`config.mk`:
```
export PLATFORM = sky130hd
export DESIGN_NAME = imu_serial_frame_parser_flat
export DESIGN_NICKNAME = d
export VERILOG_FILES = /design/src/rtl/isfp_pkg.sv /design/src/rtl/isfp_rx_if.sv /design/src/rtl/isfp_res_if.sv /design/src/rtl/isfp_cfg_if.sv /design/src/rtl/isfp_scaler.sv /design/src/rtl/imu_serial_frame_parser.sv /design/src/flat_wrapper.sv
export SDC_FILE = /design/constraint.sdc
export NUM_CORES = 2
export LEC_CHECK = 0
export ABC_AREA = 1
export BUFFER_PORTS_ARGS = -buffer_cell sky130_fd_sc_hd__buf_2
export CORE_AREA = 5 5 260 262
export CTS_CLUSTER_DIAMETER = 80
export DETAILED_ROUTE_END_ITERATION = 16
export DIE_AREA = 0 0 265 267
export HOLD_SLACK_MARGIN = 0.08
export PLACE_DENSITY = 0.95
export SLEW_MARGIN = 20
export SYNTH_ARGS = -nofsm -noshare
export SYNTH_HDL_FRONTEND = slang
export SYNTH_SLANG_ARGS = --single-unit
```
`constraint.sdc`:
```
create_clock -name i_clk -period 11.8 [get_ports i_clk]
set_input_delay 2.36 -clock i_clk [delete_from_list [all_inputs] [get_ports i_clk]]
set_output_delay 2.36 -clock i_clk [all_outputs]
set_load 0.02 [all_outputs]
```
`src/rtl/isfp_pkg.sv`:
```
// shared types and constants for the imu serial frame parser
// no dependencies; compiled first
package isfp_pkg;

    // field widths
    localparam int BYTE_W     = 8;
    localparam int STATUS_W   = 3;
    localparam int VAL_W      = 27;
    localparam int WORD_W     = 16;
    localparam int FAC_W      = 11;
    localparam int ACCEL_W    = 5;
    localparam int LEN_W      = 4;
    localparam int NUM_VALS   = 6;
    localparam int CFG_IDX_W  = 1;
    localparam int CFG_DATA_W = 11;

    // frame bytes
    localparam logic [BYTE_W-1:0] HDR_BYTE = 8'h55;
    localparam logic [BYTE_W-1:0] ID_ANGLE = 8'h01;
    localparam logic [BYTE_W-1:0] ID_IMU   = 8'h03;

    // fixed scale for angle words
    localparam logic [FAC_W-1:0] ANGLE_SCALE = 11'd180;

    // configuration register indexes
    localparam logic [CFG_IDX_W-1:0] REG_ACCEL_FS = 1'b0;
    localparam logic [CFG_IDX_W-1:0] REG_GYRO_FS  = 1'b1;

    // configuration reset values
    localparam logic [ACCEL_W-1:0] ACCEL_FS_RST = 5'd16;
    localparam logic [FAC_W-1:0]   GYRO_FS_RST  = 11'd2000;

    // frame status codes
    localparam logic [STATUS_W-1:0] STAT_ANGLE = 3'd0;
    localparam logic [STATUS_W-1:0] STAT_IMU   = 3'd1;
    localparam logic [STATUS_W-1:0] STAT_OTHER = 3'd2;
    localparam logic [STATUS_W-1:0] STAT_CKSUM = 3'd3;
    localparam logic [STATUS_W-1:0] STAT_BADID = 3'd4;

    // parser phases
    typedef enum logic [2:0] {
        PH_HUNT1 = 3'd0,
        PH_HUNT2 = 3'd1,
        PH_ID    = 3'd2,
        PH_LEN   = 3'd3,
        PH_DATA  = 3'd4,
        PH_SUM   = 3'd5
    } t_phase;

    // expected payload length per id, zero for unknown ids
    function automatic logic [LEN_W-1:0] table_length(input logic [BYTE_W-1:0] id);
        logic [LEN_W-1:0] n;
        unique case (id)
            8'h01:   n = 4'd6;
            8'h02:   n = 4'd8;
            8'h03:   n = 4'd12;
            8'h04:   n = 4'd8;
            8'h05:   n = 4'd10;
            8'h06:   n = 4'd8;
            default: n = 4'd0;
        endcase
        return n;
    endfunction

endpackage

```
`src/rtl/isfp_rx_if.sv`:
```
// received byte channel: valid, ready and one serial byte
// depends on isfp_pkg
interface isfp_rx_if;
    logic                         valid;
    logic                         ready;
    logic [isfp_pkg::BYTE_W-1:0]  rx_byte;

    modport source (output valid, output rx_byte, input ready);
    modport sink   (input valid, input rx_byte, output ready);
endinterface

```
`src/rtl/isfp_res_if.sv`:
```
// frame result channel: valid, ready, status, id and six scaled values
// depends on isfp_pkg
interface isfp_res_if;
    logic                                valid;
    logic                                ready;
    logic [isfp_pkg::STATUS_W-1:0]       frame_status;
    logic [isfp_pkg::BYTE_W-1:0]         frame_kind;
    logic signed [isfp_pkg::VAL_W-1:0]   value_a;
    logic signed [isfp_pkg::VAL_W-1:0]   value_b;
    logic signed [isfp_pkg::VAL_W-1:0]   value_c;
    logic signed [isfp_pkg::VAL_W-1:0]   value_d;
    logic signed [isfp_pkg::VAL_W-1:0]   value_e;
    logic signed [isfp_pkg::VAL_W-1:0]   value_f;

    modport source (output valid, output frame_status, output frame_kind,
                    output value_a, output value_b, output value_c,
                    output value_d, output value_e, output value_f,
                    input ready);
    modport sink   (input valid, input frame_status, input frame_kind,
                    input value_a, input value_b, input value_c,
                    input value_d, input value_e, input value_f,
                    output ready);
endinterface

```
`src/rtl/isfp_cfg_if.sv`:
```
// configuration write channel: valid, ready, register index and data
// depends on isfp_pkg
interface isfp_cfg_if;
    logic                              valid;
    logic                              ready;
    logic [isfp_pkg::CFG_IDX_W-1:0]    index;
    logic [isfp_pkg::CFG_DATA_W-1:0]   data;

    modport source (output valid, output index, output data, input ready);
    modport sink   (input valid, input index, input data, output ready);
endinterface

```
`src/rtl/isfp_scaler.sv`:
```
// six parallel signed word by unsigned factor multipliers
// depends on isfp_pkg
module isfp_scaler (
    input  logic signed [isfp_pkg::WORD_W-1:0] i_word [isfp_pkg::NUM_VALS],
    input  logic        [isfp_pkg::FAC_W-1:0]  i_fac_abc,
    input  logic        [isfp_pkg::FAC_W-1:0]  i_fac_def,
    output logic signed [isfp_pkg::VAL_W-1:0]  o_val [isfp_pkg::NUM_VALS]
);
    import isfp_pkg::*;

    // first three words take the angle/accel factor, last three the gyro factor
    for (genvar k = 0; k < NUM_VALS; k++) begin : g_mul
        logic signed [VAL_W-1:0] word_ext;
        logic signed [VAL_W-1:0] fac_ext;

        assign word_ext = VAL_W'(i_word[k]);
        assign fac_ext  = $signed(VAL_W'((k < NUM_VALS / 2) ? i_fac_abc : i_fac_def));
        assign o_val[k] = VAL_W'(word_ext * fac_ext);
    end

endmodule

```
`src/rtl/imu_serial_frame_parser.sv`:
```
// imu serial frame parser top level: header hunt, length and checksum check,
// payload capture and scaled result register
// depends on isfp_pkg, isfp_rx_if, isfp_res_if, isfp_cfg_if, isfp_scaler
//
// usage
//   i_rx carries one received serial byte per transfer. o_res carries one
//   result per frame end: a status, the id byte and six scaled values.
//   i_cfg writes accel full scale (index 0) and gyro full scale (index 1);
//   it is always ready and should be written only while the parser is idle.
// latency and throughput
//   one byte per cycle while i_rx.ready is high. The result for a frame
//   appears on o_res the cycle after its final byte (checksum, or a bad
//   length byte) is transferred. All decoding and the six scale multiplies
//   sit between the state registers and the result register.
// reset
//   synchronous, active low: parser returns to hunting the first header
//   byte, result register empties, full scale registers load 16 and 2000.
// stall
//   while a result waits on o_res, bytes that cannot end a frame are still
//   taken; i_rx.ready drops only for a byte that could end a frame.
module imu_serial_frame_parser #(
    parameter int MAX_PAYLOAD = 12
) (
    input  logic              i_clk,
    input  logic              i_rst_n,
    isfp_rx_if.sink           i_rx,
    isfp_res_if.source        o_res,
    isfp_cfg_if.sink          i_cfg
);
    import isfp_pkg::*;

    localparam int IDX_W = $clog2(MAX_PAYLOAD);
    localparam int CNT_W = LEN_W + 1;

    // parser state
    t_phase                  r_phase;
    t_phase                  n_phase;
    logic [BYTE_W-1:0]       r_id;
    logic [LEN_W-1:0]        r_len;
    logic [LEN_W-1:0]        r_count;
    logic [BYTE_W-1:0]       r_sum;
    logic [BYTE_W-1:0]       r_store [MAX_PAYLOAD];

    // configuration
    logic [ACCEL_W-1:0]      r_accel_fs;
    logic [FAC_W-1:0]        r_gyro_fs;

    // result register
    logic                    r_out_valid;
    logic [STATUS_W-1:0]     r_status;
    logic [BYTE_W-1:0]       r_kind;
    logic signed [VAL_W-1:0] r_val [NUM_VALS];

    logic                    rx_fire;
    logic                    res_free;
    logic [BYTE_W-1:0]       b;
    logic [LEN_W-1:0]        want;
    logic                    len_ok;
    logic [LEN_W-1:0]        count_inc;
    logic                    emit;
    logic [STATUS_W-1:0]     emit_status;
    logic signed [WORD_W-1:0] word [NUM_VALS];
    logic signed [VAL_W-1:0]  scaled [NUM_VALS];
    logic [FAC_W-1:0]        fac_abc;

    assign b        = i_rx.rx_byte;
    assign res_free = !r_out_valid || o_res.ready;
    assign i_rx.ready = res_free || !(r_phase == PH_LEN || r_phase == PH_SUM);
    assign rx_fire  = i_rx.valid && i_rx.ready;
    assign i_cfg.ready = 1'b1;

    // length check against the per-id table
    assign want   = table_length(r_id);
    assign len_ok = (want != '0) && (CNT_W'(want) <= CNT_W'(MAX_PAYLOAD))
                    && (b == BYTE_W'(want));
    assign count_inc = r_count + LEN_W'(1);

    // next phase
    always_comb begin
        n_phase = r_phase;
        if (rx_fire) begin
            unique case (r_phase)
                PH_HUNT1: n_phase = (b == HDR_BYTE) ? PH_HUNT2 : PH_HUNT1;
                PH_HUNT2: n_phase = (b == HDR_BYTE) ? PH_ID : PH_HUNT1;
                PH_ID:    n_phase = PH_LEN;
                PH_LEN:   n_phase = len_ok ? PH_DATA : PH_HUNT1;
                PH_DATA:  n_phase = (count_inc >= r_len) ? PH_SUM : PH_DATA;
                PH_SUM:   n_phase = PH_HUNT1;
                default:  n_phase = PH_HUNT1;
            endcase
        end
    end

    // result strobe and status
    always_comb begin
        emit        = 1'b0;
        emit_status = STAT_OTHER;
        unique case (r_phase)
            PH_LEN: begin
                emit        = rx_fire && !len_ok;
                emit_status = STAT_BADID;
            end
            PH_SUM: begin
                emit = rx_fire;
                if (b != r_sum) begin
                    emit_status = STAT_CKSUM;
                end else if (r_id == ID_ANGLE) begin
                    emit_status = STAT_ANGLE;
                end else if (r_id == ID_IMU) begin
                    emit_status = STAT_IMU;
                end else begin
                    emit_status = STAT_OTHER;
                end
            end
            default: begin
                emit        = 1'b0;
                emit_status = STAT_OTHER;
            end
        endcase
    end

    always_ff @(posedge i_clk) begin
        if (!i_rst_n) begin
            r_phase <= PH_HUNT1;
        end else begin
            r_phase <= n_phase;
        end
    end

    // frame bookkeeping
    always_ff @(posedge i_clk) begin
        if (!i_rst_n) begin
            r_id    <= '0;
            r_len   <= '0;
            r_count <= '0;
            r_sum   <= '0;
        end else if (rx_fire) begin
            if (r_phase == PH_ID) begin
                r_id <= b;
            end
            if (r_phase == PH_LEN && len_ok) begin
                r_len   <= LEN_W'(b);
                r_count <= '0;
                r_sum   <= HDR_BYTE + HDR_BYTE + r_id + b;
            end
            if (r_phase == PH_DATA) begin
                r_sum   <= r_sum + b;
                r_count <= count_inc;
            end
        end
    end

    // payload capture
    always_ff @(posedge i_clk) begin
        if (rx_fire && r_phase == PH_DATA && CNT_W'(r_count) < CNT_W'(MAX_PAYLOAD)) begin
            r_store[r_count[IDX_W-1:0]] <= b;
        end
    end

    // configuration registers
    always_ff @(posedge i_clk) begin
        if (!i_rst_n) begin
            r_accel_fs <= ACCEL_FS_RST;
            r_gyro_fs  <= GYRO_FS_RST;
        end else if (i_cfg.valid && i_cfg.ready) begin
            unique case (i_cfg.index)
                REG_ACCEL_FS: r_accel_fs <= i_cfg.data[ACCEL_W-1:0];
                REG_GYRO_FS:  r_gyro_fs  <= i_cfg.data[FAC_W-1:0];
                default:      r_gyro_fs  <= r_gyro_fs;
            endcase
        end
    end

    // little-endian words from the payload, zero past the store
    for (genvar k = 0; k < NUM_VALS; k++) begin : g_word
        if (2 * k + 1 < MAX_PAYLOAD) begin : g_in
            assign word[k] = $signed({r_store[2*k+1], r_store[2*k]});
        end else begin : g_out
            assign word[k] = '0;
        end
    end

    assign fac_abc = (r_id == ID_ANGLE) ? ANGLE_SCALE : FAC_W'(r_accel_fs);

    isfp_scaler u_scaler (
        .i_word    (word),
        .i_fac_abc (fac_abc),
        .i_fac_def (r_gyro_fs),
        .o_val     (scaled)
    );

    // result register
    always_ff @(posedge i_clk) begin
        if (!i_rst_n) begin
            r_out_valid <= 1'b0;
        end else if (emit) begin
            r_out_valid <= 1'b1;
        end else if (o_res.ready) begin
            r_out_valid <= 1'b0;
        end
    end

    always_ff @(posedge i_clk) begin
        if (emit) begin
            r_status <= emit_status;
            r_kind   <= r_id;
            for (int k = 0; k < NUM_VALS; k++) begin
                if (emit_status == STAT_IMU) begin
                    r_val[k] <= scaled[k];
                end else if (emit_status == STAT_ANGLE && k < NUM_VALS / 2) begin
                    r_val[k] <= scaled[k];
                end else begin
                    r_val[k] <= '0;
                end
            end
        end
    end

    assign o_res.valid        = r_out_valid;
    assign o_res.frame_status = r_status;
    assign o_res.frame_kind   = r_kind;
    assign o_res.value_a      = r_val[0];
    assign o_res.value_b      = r_val[1];
    assign o_res.value_c      = r_val[2];
    assign o_res.value_d      = r_val[3];
    assign o_res.value_e      = r_val[4];
    assign o_res.value_f      = r_val[5];

endmodule

```
`src/flat_wrapper.sv`:
```
// flat-port wrapper written by rule: the top's interface ports become plain ports
module imu_serial_frame_parser_flat import isfp_pkg::*;
#(
    parameter int MAX_PAYLOAD = 12
)
  (i_clk, i_rst_n, i_rx_valid, i_rx_rx_byte, i_rx_ready, o_res_valid, o_res_frame_status, o_res_frame_kind, o_res_value_a, o_res_value_b, o_res_value_c, o_res_value_d, o_res_value_e, o_res_value_f, o_res_ready, i_cfg_valid, i_cfg_index, i_cfg_data, i_cfg_ready);
  isfp_rx_if i_rx_i ();
  isfp_res_if o_res_i ();
  isfp_cfg_if i_cfg_i ();
  input  logic i_clk;
  input  logic i_rst_n;
  input wire logic [$bits(i_rx_i.valid)-1:0] i_rx_valid;
  input wire logic [$bits(i_rx_i.rx_byte)-1:0] i_rx_rx_byte;
  output wire logic [$bits(i_rx_i.ready)-1:0] i_rx_ready;
  output wire logic [$bits(o_res_i.valid)-1:0] o_res_valid;
  output wire logic [$bits(o_res_i.frame_status)-1:0] o_res_frame_status;
  output wire logic [$bits(o_res_i.frame_kind)-1:0] o_res_frame_kind;
  output wire logic [$bits(o_res_i.value_a)-1:0] o_res_value_a;
  output wire logic [$bits(o_res_i.value_b)-1:0] o_res_value_b;
  output wire logic [$bits(o_res_i.value_c)-1:0] o_res_value_c;
  output wire logic [$bits(o_res_i.value_d)-1:0] o_res_value_d;
  output wire logic [$bits(o_res_i.value_e)-1:0] o_res_value_e;
  output wire logic [$bits(o_res_i.value_f)-1:0] o_res_value_f;
  input wire logic [$bits(o_res_i.ready)-1:0] o_res_ready;
  input wire logic [$bits(i_cfg_i.valid)-1:0] i_cfg_valid;
  input wire logic [$bits(i_cfg_i.index)-1:0] i_cfg_index;
  input wire logic [$bits(i_cfg_i.data)-1:0] i_cfg_data;
  output wire logic [$bits(i_cfg_i.ready)-1:0] i_cfg_ready;
  assign i_rx_i.valid = i_rx_valid;
  assign i_rx_i.rx_byte = i_rx_rx_byte;
  assign i_rx_ready = i_rx_i.ready;
  assign o_res_valid = o_res_i.valid;
  assign o_res_frame_status = o_res_i.frame_status;
  assign o_res_frame_kind = o_res_i.frame_kind;
  assign o_res_value_a = o_res_i.value_a;
  assign o_res_value_b = o_res_i.value_b;
  assign o_res_value_c = o_res_i.value_c;
  assign o_res_value_d = o_res_i.value_d;
  assign o_res_value_e = o_res_i.value_e;
  assign o_res_value_f = o_res_i.value_f;
  assign o_res_i.ready = o_res_ready;
  assign i_cfg_i.valid = i_cfg_valid;
  assign i_cfg_i.index = i_cfg_index;
  assign i_cfg_i.data = i_cfg_data;
  assign i_cfg_ready = i_cfg_i.ready;
  imu_serial_frame_parser #(.MAX_PAYLOAD(MAX_PAYLOAD)) u_core (.i_clk(i_clk), .i_rst_n(i_rst_n), .i_rx(i_rx_i), .o_res(o_res_i), .i_cfg(i_cfg_i));
endmodule
```
# Yosys cells after proc, flatten, opt, wreduce, memory -nomap -nowiden
# Memory sizes are Yosys's and may differ from the RTL's.
# Index checks and enable logic that the tools add are counted.
dict set report word_totals {
  reg_bits 55
  ram_bits 258
  in_bits 25
  out_inout_bits 176
  word_cells 117
  memories 2
}
dict set report classes {
  add_sub_neg 4
  multipliers 6
  magnitude_cmp 3
  eq_ne 15
  mux 43
  bitwise 10
  reduce_logical 24
}
# name words width rd rd_ports_with_merged_regs wr line
set mem_list {}
lappend mem_list {u_core.r_val 6 27 6 0 6 imu_serial_frame_parser.sv:52} ;# logic signed [VAL_W-1:0] r_val [NUM_VALS];
lappend mem_list {u_core.r_store 12 8 12 0 1 imu_serial_frame_parser.sv:42} ;# logic [BYTE_W-1:0] r_store [MAX_PAYLOAD];
# op count
set op_table {}
lappend op_table {{2-to-1 mux 27 bit} 9}
lappend op_table {{multiplier 16 x 12 -> 27 bit} 3}
lappend op_table {{multiplier 16 x 9 -> 25 bit} 3}
lappend op_table {{== test 8 x 3 -> 1 bit, second input constant} 3}
lappend op_table {{2-to-1 mux 8 bit} 3}
lappend op_table {{2-to-1 mux 1 bit} 20}
lappend op_table {{adder 8 bit} 2}
lappend op_table {{== test 8 x 2 -> 1 bit, second input constant} 2}
lappend op_table {{case mux 4 bit (4 select lines)} 1}
lappend op_table {{case mux 3 bit (5 select lines)} 1}
lappend op_table {{AND reduction 2 bit} 5}
lappend op_table {{2-to-1 mux 3 bit} 3}
lappend op_table {{bitwise OR 1 bit} 9}
lappend op_table {{adder 8 bit, first input constant} 1}
lappend op_table {{== test 8 x 1 -> 1 bit, second input constant} 1}
lappend op_table {{== test 8 x 4 -> 1 bit} 1}
lappend op_table {{== test 8 x 7 -> 1 bit, second input constant} 1}
lappend op_table {{2-to-1 mux 4 bit} 2}
lappend op_table {{!= test 8 bit} 1}
lappend op_table {{logical AND 1 bit} 7}
lappend op_table {{== test 3 x 1 -> 1 bit, second input constant} 2}
lappend op_table {{== test 3 x 2 -> 1 bit, second input constant} 2}
lappend op_table {{== test 3 bit, second input constant} 2}
lappend op_table {{logical NOT 3 bit} 2}
lappend op_table {{13 further kinds} 19}

# Depth between registers and ports, before layout
dict set report depth {
  word_depth 13
  mapped_depth 28
  mapped_depth_nobuf 27
}

# Cells and area by module
# From an unflattened synthesis, not the netlist that was laid out.
dict set report unflattened {
  cells_unflattened 7177
  hier_area_um2 54970.2
}
# mod n_inst cells_per_inst area_per_inst_um2
set modules_own_cells {}
lappend modules_own_cells {isfp_scaler 1 6038 42420.7}
lappend modules_own_cells {imu_serial_frame_parser 1 1139 12549.5}

# Worst setup path after synthesis
# OpenSTA, ideal clock, no wires.
dict set report synth_path {
  kind {input -> register}
  startpoint {input o_res_ready}
  endpoint {memory u_core.r_val[4][6] (netlist: u_core.r_val[2][6])}
  setup_ps 124
  arrival_ps 5203
  t_required_ps 11676
  slack_ps 6474
  cell_stages 10
  path_buffers 1
  path_cell_list {nor2_1 > nand2_1 > nand2_1 > inv_2 > nand2_2 > nand2_4 > buf_2 > o21ai_0 > o21ai_0 > inv_1}
}
# item line
set synth_rtl {}
lappend synth_rtl {{start, declared} flat_wrapper.sv:24} ;# input wire logic [$bits(o_res_i.ready)-1:0] o_res_ready;
lappend synth_rtl {{end, declared} imu_serial_frame_parser.sv:52}

==> out/results.ini <==
[run_status]
outcome=complete, no violations

[clock_network]
cts_root_buf=clkbuf_16
cts_hold_buffers=0
cts_tree=yes
clk_pin_slew_ns=0.06
clk-insertion-delay-late_ns=0.62
htreeDepth=2
cts_buffers=40
clkSinkCount=307
clock_path_buffers=3
cts_resized=0
post-cts-setup-buffers=0

[sta]
hold-worst-slack_ns=0.441
setup_viol=0
slew_headroom_pct=19.4
timing.fmax_ghz=0.133
hold_viol=0
fin_crit_ns=7.53
drv_slew=0
rsz0062_at_grt=false
timing.final.crit_share_pct=63.8
tightestPinTransition_ns=1.20
clock_skew_ns=0.0267
tns_ns=0

[synthesis]
synth_area_um2=45100
synth_top_area_cell=fa_1
async_flop_share_pct=0
ys_seq_area_share_pct=18.9
yosysTopAreaCellShare_pct=32.4
syn_nets=6758
synth_area_leaders=fa_1, edfxtp_1, inv_1
syn_inst=5652
ys_ff_latch=307
ys.flop_type=edfxtp_1
synth_edf_count=236
syn-mean-instance-area_um2=7.98
synth.distinct_cells=44
yosys_warnings=0

[die]
io_pins=201
initial_core_util_pct=69.2
die_w_um=265
num_rows=94
dieArea_um2=70800
die_h_um=267
core_um2=65200

[worst_setup_path]
crit_slowest_cell=nor2_1
r2r_start=u_core.r_id[4]
r2r_slack_ns=4.27
critPathTopFamily=simple AND/OR/NAND/NOR gates
path_depth=26
startpoint=u_core.r_id[4]
arrival_ns=7.89
cpPeakStageDelay_ns=0.95
r2r.worst_path.cells=26
worst_setup_path_end_kind=register
critPathLaunchType=register
endpoint=u_core.r_val[0][50]
critical_path_buf_inv_count=9
crit_path_max_fanout=23
worstPathRequired_ns=12.16
worstReg2RegEnd=u_core.r_val[0][50]
path_common_cell=inv_1
critPathKind=reg2reg

[detailed_routing]
dr.pass1.iters=11
num_vias=39035
post-route-drc-count=0
drt_wl_total_um=130000
routed_via_density=5.86
routedWlPerCell_um=19.5
ant_nets=0
drtIter0Drc=4627

[global_routing]
grt_use_total_pct=37.1
gr-total-overflow=0
antenna_found_initial=5
grt_max_degree=86
grt_first_pass_wirelength_um=209000
first_global_vias=41645

[flow_run]
maxCapViolations=0

[final_layout]
area_growth_pct=6.66
fillers=4342
drive_gt1_share_pct=5.60
num-nets-final=6861
utilization_pct=73.8

[place]
detailedPlacementHpwl_um=93200
io_buffer_count=199
place_congestion=0.977

[pwr]
power_leakage_nw=27.1
power_mw=7.65
irDropWorstVdd_mv=0.188
power.density_nw_per_um2=159

[hold_path]
min_path_type=reg2reg

==> area by class of cell <==
| class | count | area, um2 | area share (%) |
|---|---|---|---|
| multi-input combinational | 3543 | 29800 | 61.9 |
| clock inverter | 29 | 360 | 0.749 |
| sequential | 307 | 8510 | 17.7 |
| timing repair buffer | 221 | 1160 | 2.41 |
| antenna | 8 | 20.0 | 0.0416 |
| tap | 864 | 1080 | 2.25 |
| inverter | 1642 | 6160 | 12.8 |
| clock buffer | 43 | 1030 | 2.15 |
==> Yosys cell counts, drive strengths merged (11+ instances only) <==
| cell | n |
|---|---|
| inv | 1639 |
| nand2 | 1310 |
| fa | 731 |
| nor2 | 424 |
| ha | 350 |
| edfxtp | 236 |
| a21oi | 200 |
| nand3 | 145 |
| o21ai | 145 |
| clkbuf | 120 |
| dfxtp | 71 |
| nand4 | 71 |
| xor2 | 46 |
| buf | 40 |
| nor3 | 32 |
| xnor2 | 27 |
| nand3b | 14 |
| o211ai | 11 |
==> stage by stage <==
stage,instances,setup WS [ns],instance area [um2]
3_5_place_dp,6577,4.65,46700
3_3_place_gp,6577,4.68,46700
5_1_grt,6650,4.12,48100
2_1_floorplan,5652,6.47,45100
4_1_cts,6649,4.63,48100
6_report,6657,4.27,48100
==> per-layer routing <==
layer | GRT usage (%) | up-vias | part of all wire, %
met5 | 0 | - | 0
met4 | 23.6 | 0 | 7.9
met3 | 12.1 | 980 | 12
met2 | 59.3 | 2883 | 47
met1 | 43.6 | 18364 | 33
li1 | - | 16808 | -
==> layout by cell type, fill, tap and decap left out, types with 6 or more instances in the layout <==
master and n:
edfxtp_1 236, xnor2_1 27, nand3b_1 14, o21ai_1 10, nand2_1 1305, nor3_1 22, a21oi_1 199, nor3_2 10
fa_1 731, xor2_1 46, inv_1 1631, nand4_1 71, clkinv_2 6, buf_4 22, buf_2 199, nor2_1 422
ha_1 350, o21ai_0 135, diode_2 8, o211ai_1 11, dfxtp_1 71, a21o_1 7, inv_2 9, clkbuf_16 41
nand3_1 144
==> flip-flops by register name, indices dropped and copies added, names as in the netlist <==
name,flops
u_core.o_res.frame_kind,8
u_core.r_len,4
u_core.r_store,96
u_core.r_phase,3
u_core.r_accel_fs,5
u_core.o_res.frame_status,3
u_core.r_sum,8
u_core.r_id,8
u_core.r_count,4
u_core.o_res.valid,1
u_core.r_val,156
u_core.r_gyro_fs,11
==> worst min path at each step <==
| stage | start | to | slack, ns | depth (start not counted) |
|---|---|---|---|---|
| global placement | u_core.r_id[5] | u_core.o_res.frame_kind[5] | 0.41 | 0 |
| global route | u_core.r_id[5] | u_core.o_res.frame_kind[5] | 0.46 | 0 |
| detailed placement | u_core.r_id[5] | u_core.o_res.frame_kind[5] | 0.43 | 0 |
| floorplan | u_core.r_id[5] | u_core.o_res.frame_kind[5] | 0.41 | 0 |
| CTS | u_core.r_id[5] | u_core.o_res.frame_kind[5] | 0.44 | 0 |
| finish | u_core.r_id[5] | u_core.o_res.frame_kind[5] | 0.44 | 0 |
==> worst register-to-register path, delay by kind of cell, from the launching register on <==
| family | cells | cell delay [ns] |
|---|---|---|
| AND/OR/NAND/NOR | 12 | 2.56 |
| flip-flops | 1 | 0.37 |
| buffers and inverters | 9 | 1.86 |
| adder cells (fa/ha/maj) | 5 | 2.51 |
==> cell families after synthesis <==
group,Yosys count,share of synthesized area [%]
buffers and inverters,1802,15.2
AO/OA/AOI/OAI,380,4.44
XOR/XNOR,73,1.42
other,1,0.00831
flip-flops,307,18.9
adder cells (fa/ha/maj),1081,42.2
AND/OR/NAND/NOR,2008,17.9
==> power by group <==
group | leakage (nW) | switching, mW | internal (mW) | total (mW)
logic | 23.7 | 3.27 | 1.75 | 5.01
clock network | 0.689 | 0.564 | 0.763 | 1.33
registers | 2.70 | 0.0111 | 1.30 | 1.31
total | 27.1 | 3.84 | 3.81 | 7.65
No activity file was read; power rests on OpenSTA's default activity.
